--- config.mk ---
export PLATFORM = sky130hd
export DESIGN_NAME = mru_move_to_front_list_unit
export DESIGN_NICKNAME = d
export VERILOG_FILES = /design/src/design/mtf_pkg.sv /design/src/design/mru_move_to_front_list_unit.sv /design/src/design/mtf_cell.sv
export SDC_FILE = /design/constraint.sdc
export NUM_CORES = 1
export LEC_CHECK = 0
export BUFFER_PORTS_ARGS = -buffer_cell sky130_fd_sc_hd__buf_2
export CAP_MARGIN = 25
export CORE_AREA = 2 2 131 260
export CTS_CLUSTER_DIAMETER = 30
export DETAILED_ROUTE_END_ITERATION = 7
export DIE_AREA = 0 0 133 262
export GPL_TIMING_DRIVEN = 1
export PLACE_DENSITY = 0.65
export SETUP_SLACK_MARGIN = 0.1
export SLEW_MARGIN = 20
export SYNTH_ARGS = -nofsm -noshare
export SYNTH_HDL_FRONTEND = slang
export SYNTH_SLANG_ARGS = --single-unit
export TNS_END_PERCENT = 100
--- constraint.sdc ---
create_clock -name clk -period 4.7 [get_ports clk]
set_input_delay 0.94 -clock clk [delete_from_list [all_inputs] [get_ports clk]]
set_output_delay 0.94 -clock clk [all_outputs]
set_load 0.005 [all_outputs]
--- src/design/mtf_pkg.sv ---
package mtf_pkg;

    // opcodes of an input word
    localparam logic [1:0] OP_TOUCH  = 2'd0;
    localparam logic [1:0] OP_REMOVE = 2'd1;
    localparam logic [1:0] OP_QUERY  = 2'd2;

    localparam int unsigned ID_W  = 32;
    localparam int unsigned POS_W = 3;

    typedef struct packed {
        logic [1:0]      opcode;
        logic [ID_W-1:0] entry_id;
    } mtf_in_t;

    typedef struct packed {
        logic             found;
        logic [POS_W-1:0] found_position;
    } mtf_out_t;

    // command broadcast to every cell of the list
    typedef struct packed {
        logic            touch;
        logic            remove;
        logic            key_ok;
        logic [ID_W-1:0] key;
    } mtf_cmd_t;

endpackage

--- src/design/mru_move_to_front_list_unit.sv ---
// move-to-front most-recently-used list of 32-bit entry ids
//
// input channel: in_valid / in_ready / in_word (opcode, entry_id)
//   opcode touch moves the id to the front (inserting it and dropping the
//   oldest entry when absent), remove deletes it and closes the gap, query
//   and the unused code only report; id zero marks an empty slot and is
//   never found
// output channel: out_valid / out_ready / out_word (found, found_position)
//   exactly one word per input word, in order
// timing: the result word is shown in the cycle after its input is accepted
// throughput: one word per cycle while results are taken; the list is a chain of LIST_DEPTH cells,
//   each comparing its id with the key and loading from a neighbor in the
//   same cycle, so the match ripple along the chain sets the clock path
// stall: while a result waits and out_ready is low, in_ready is low; once
//   the result is taken, a new word is accepted in that same cycle
// reset: rst_n clears every slot (list empty) and drops out_valid
module mru_move_to_front_list_unit #(
    parameter int unsigned LIST_DEPTH = 8
) (
    input  logic              clk,
    input  logic              rst_n,
    input  logic              in_valid,
    output logic              in_ready,
    input  mtf_pkg::mtf_in_t  in_word,
    output logic              out_valid,
    input  logic              out_ready,
    output mtf_pkg::mtf_out_t out_word
);
    import mtf_pkg::*;

    logic            accept;
    mtf_cmd_t        cmd;

    // neighbor links of the cell chain
    logic [ID_W-1:0]  cell_id   [LIST_DEPTH];
    logic [ID_W-1:0]  cell_prev [LIST_DEPTH];
    logic [ID_W-1:0]  cell_nxt  [LIST_DEPTH];
    logic [LIST_DEPTH:0]   match_chain;
    logic [LIST_DEPTH-1:0] hit_vec;
    logic [POS_W-1:0] pos_vec   [LIST_DEPTH];

    logic [POS_W-1:0] hit_pos;
    logic             out_valid_reg;
    mtf_out_t         out_word_reg;

    // output register frees up whenever its word is taken
    assign in_ready = !out_valid_reg || out_ready;
    assign accept   = in_valid && in_ready;

    always_comb
    begin
        cmd        = '0;
        cmd.key    = in_word.entry_id;
        cmd.key_ok = (in_word.entry_id != '0);
        unique case (in_word.opcode)
            OP_TOUCH:  cmd.touch  = accept && cmd.key_ok;
            OP_REMOVE: cmd.remove = accept && cmd.key_ok;
            OP_QUERY:  ;
            default:   ;  // unused code behaves as a query
        endcase
    end

    assign match_chain[0] = 1'b0;

    genvar k;
    generate
        for (k = 0; k < LIST_DEPTH; k++)
        begin : g_cell
            // the key enters at the front, zero fills in at the back
            if (k == 0)
            begin : g_front
                assign cell_prev[k] = cmd.key;
            end
            else
            begin : g_mid_front
                assign cell_prev[k] = cell_id[k-1];
            end

            if (k == LIST_DEPTH - 1)
            begin : g_back
                assign cell_nxt[k] = '0;
            end
            else
            begin : g_mid_back
                assign cell_nxt[k] = cell_id[k+1];
            end

            mtf_cell u_cell (
                .clk       (clk),
                .rst_n     (rst_n),
                .cmd       (cmd),
                .prev_id   (cell_prev[k]),
                .next_id   (cell_nxt[k]),
                .match_in  (match_chain[k]),
                .match_out (match_chain[k+1]),
                .hit_here  (hit_vec[k]),
                .id        (cell_id[k])
            );

            // ids are unique, so at most one cell contributes its position
            assign pos_vec[k] = hit_vec[k] ? POS_W'(k) : '0;
        end
    endgenerate

    always_comb
    begin
        hit_pos = '0;
        for (int unsigned j = 0; j < LIST_DEPTH; j++)
        begin
            hit_pos = hit_pos | pos_vec[j];
        end
    end

    always_ff @(posedge clk or negedge rst_n)
    begin
        if (!rst_n)
        begin
            out_valid_reg <= 1'b0;
        end
        else if (accept)
        begin
            out_valid_reg <= 1'b1;
        end
        else if (out_ready)
        begin
            out_valid_reg <= 1'b0;
        end
    end

    always_ff @(posedge clk)
    begin
        if (accept)
        begin
            out_word_reg.found          <= match_chain[LIST_DEPTH];
            out_word_reg.found_position <= hit_pos;
        end
    end

    assign out_valid = out_valid_reg;
    assign out_word  = out_word_reg;

endmodule

--- src/design/mtf_cell.sv ---
module mtf_cell (
    input  logic                     clk,
    input  logic                     rst_n,
    input  mtf_pkg::mtf_cmd_t        cmd,
    input  logic [mtf_pkg::ID_W-1:0] prev_id,
    input  logic [mtf_pkg::ID_W-1:0] next_id,
    input  logic                     match_in,
    output logic                     match_out,
    output logic                     hit_here,
    output logic [mtf_pkg::ID_W-1:0] id
);
    import mtf_pkg::*;

    logic [ID_W-1:0] id_reg;
    logic [ID_W-1:0] id_next;

    assign hit_here  = cmd.key_ok && (id_reg == cmd.key);
    assign match_out = match_in | hit_here;
    assign id        = id_reg;

    always_comb
    begin
        id_next = id_reg;
        // touch: every slot up to and including the hit (or all on a miss) moves back
        if (cmd.touch && !match_in)
        begin
            id_next = prev_id;
        end
        // remove: the hit slot and all behind it move forward
        else if (cmd.remove && match_out)
        begin
            id_next = next_id;
        end
    end

    always_ff @(posedge clk or negedge rst_n)
    begin
        if (!rst_n)
        begin
            id_reg <= '0;
        end
        else
        begin
            id_reg <= id_next;
        end
    end

endmodule

==> out/summary.txt <==
most common cell in the netlist -> dfrtp_1
GPL Wtd Cong -> 0.9815
post-synth cell types -> 37
Critical Path RT -> 5.12 ns
Post-Synth Adder-Cell Area -> 0%
worst hold slack -> 0.4809 ns
final setup violation count -> 0
RSZ-0062 raised after global routing -> false
Worst Tran Pin Value -> 1.002 ns
clk slew on worst S/H paths -> 0.05 ns
Via density -> 5.718
VDD IR max -> 0.2698 mV
hold crit path type -> in -> async
Setup Skew -> 0.01445 ns
first-pass GRT wire length -> 72980 um
antenna violations before repair -> 0
dpl cells -> 1868
post-synthesis xor/xnor area fraction -> 15.36%
final WL -> 48720 um
number of flip-flops in the largest register -> 256
layout cells sized above 1 -> 10.99%
setup tns final -> 0 ns
R2R depth -> 9
Post-Syn Area -> 14600 um2
Remaining DRCs -> 0
worst path arrival time -> 4.38 ns
mux share of post-synthesis cell area -> 13.16%
Global Route Usage Sum -> 28.34%
Synth area leader -> dfrtp_1
wire per inst -> 25.09 um
Leak Pwr -> 7.074 nW
setup repair bufs after CTS -> 0
Tmin final -> 3.953 ns
CTS max path bufs -> 3
DIE WIDTH -> 133 um
antenna fix cells -> 0
setup ws final -> 0.7474 ns
post-DP HPWL -> 35730 um
# hold bufs at CTS -> 0
post-place setup slack -> 0.2433 ns
non-filler cells, final -> 1942
CTS root buffer -> clkbuf_16
r2r setup slk -> 1.33 ns
area fraction in compound gates after synthesis -> 10.77%
worst r2r src -> g_cell[0].u_cell.id[28]
syn nets -> 1505
Clk Latency, worst-skew pair -> 0.54 ns
Die Area -> 34850 um2
Port Buffer Count -> 43
Pins Over Slew Limit -> 0
Post-synth EDFFs -> 4
largest family of logic cells by synthesized area -> XOR/XNOR gates
via count -> 11105
Initial Utilization -> 44.49%
Post-Syn Instances -> 1467
status -> finished, final reports clean
startpoint types -> input pin
Final Hold Fails -> 0
CTS tree -> done
H-tree depth -> 2
Worst Setup End Kind -> register
async set-reset flop share out of synthesis -> 98.47%
largest net degree at the start of global routing -> 121
Final Cycle Share -> 84.10%
post_cts resized -> 0
register area share after synthesis -> 44.87%
Synth Flop Type -> dfrtp_1
Synth-to-Final Area Change -> 13.93%
Synth Area in Simple Gates -> 12.00%
max-cap viol count -> 0
Slew HR -> 33.18%
initial drt markers -> 816
Synth top area share -> 44.05%
Ys Warns -> 0
Pwr Total -> 8.984 mW
Highest Clock Rate -> 253.0 MHz
Num CTS Buffers -> 41
CP Class -> in -> reg
core box area -> 32810 um2
final net count -> 1517
PwrDens -> 540.1 nW/um2
r2r endpoint -> g_cell[3].u_cell.id[0]
Site Rows -> 94
CTS Sinks -> 261
die height -> 262 um
number of global-route vias before repair -> 11304
synthesized flop and latch total -> 261
cell area after layout -> 16630 um2
Final Util -> 50.69%
Routed Antenna Nets -> 0
Ports -> 44
GRT Residual Overflow -> 0
Syn Area/Cell -> 9.952 um2
worst-path fanout max -> 18
1st-pass router iterations -> 5
Area after DPL -> 15200 um2
top cells by count, synth -> dfrtp_1 (257), xnor2_1 (224), mux2i_1 (192)
top cells by area, synth -> dfrtp_1 (44%), xnor2_1 (13%), mux2i_1 (13%), a21oi_1 (4.5%), nor2_1 (3.4%)
==> worst max-delay path by stage <==
stage / start / endpoint / slack [ns] / cells after the start
2_1_floorplan: in_word[8] / g_cell[5].u_cell.id[10] / 1.53 / 11
3_3_place_gp: in_word[25] / g_cell[7].u_cell.id[17] / 0.34 / 10
3_5_place_dp: in_word[25] / g_cell[7].u_cell.id[19] / 0.24 / 10
4_1_cts: in_word[25] / g_cell[7].u_cell.id[19] / 0.80 / 10
5_1_grt: in_word[25] / g_cell[7].u_cell.id[19] / 0.60 / 10
6_report: in_word[25] / g_cell[7].u_cell.id[19] / 0.75 / 10
==> worst max-delay path: stages <==
cell	delay [ns]
buf_2	0.20
nor4_1	0.73
nand4_1	0.29
or2_1	0.47
nand3_1	0.33
nand4_1	0.23
nor2_2	0.64
a21oi_2	0.08
buf_4	0.25
a22o_1	0.20
==> routing by layer <==
metal,up-vias,track usage (%),part of all wire (%)
met2,373,47.19,49
met5,-,0,0
met3,173,3.067,3.2
li1,5131,-,-
met4,0,28.58,12
met1,5428,30.76,36
==> power by group <==
| group | switching, mW | internal [mW] | total, mW |
|---|---|---|---|
| clock network | 1.13 | 2.04 | 3.17 |
| registers | 0.872 | 2.90 | 3.77 |
| logic | 1.11 | 0.938 | 2.04 |
| total | 3.11 | 5.87 | 8.98 |
==> cell families after synthesis <==
group | Yosys count
flops | 261
xor+xnor | 256
buf+inv | 111
simple gates | 382
compound gates | 265
mux | 192
==> area by class of cell <==
| type | instances | area (um2) |
|---|---|---|
| inverters | 3 | 11.26 |
| multi-input cells | 1095 | 7548 |
| flip-flops and latches | 261 | 6551 |
| fillers | 2935 | 16180 |
| repair buffers | 77 | 555.5 |
| clock buffers | 55 | 1181 |
| well taps | 432 | 540.5 |
| clock inverters | 19 | 246.5 |
==> layout by cell type, fill, tap and decap left out, types with 3 or more instances in the layout <==
cell	synthesis	final
clkinv_2	0	6
edfxtp_1	4	4
xnor2_1	224	224
nand4_1	63	63
inv_1	3	3
clkbuf_1	44	6
bufinv_16	0	5
nand3_2	3	3
clkbuf_16	0	43
xor2_1	32	32
nand3_1	10	10
clkbuf_8	0	6
a21oi_1	130	128
clkinv_4	0	3
dfrtp_1	257	257
buf_4	18	28
buf_2	37	42
o21ai_0	64	64
nand2_1	131	131
buf_12	0	6
nor4_1	29	29
a22oi_1	32	32
clkinvlp_4	0	3
nor2_1	132	130
mux2i_1	192	192
a22o_1	32	32
Note: power is estimated with default switching activity, not from simulation.
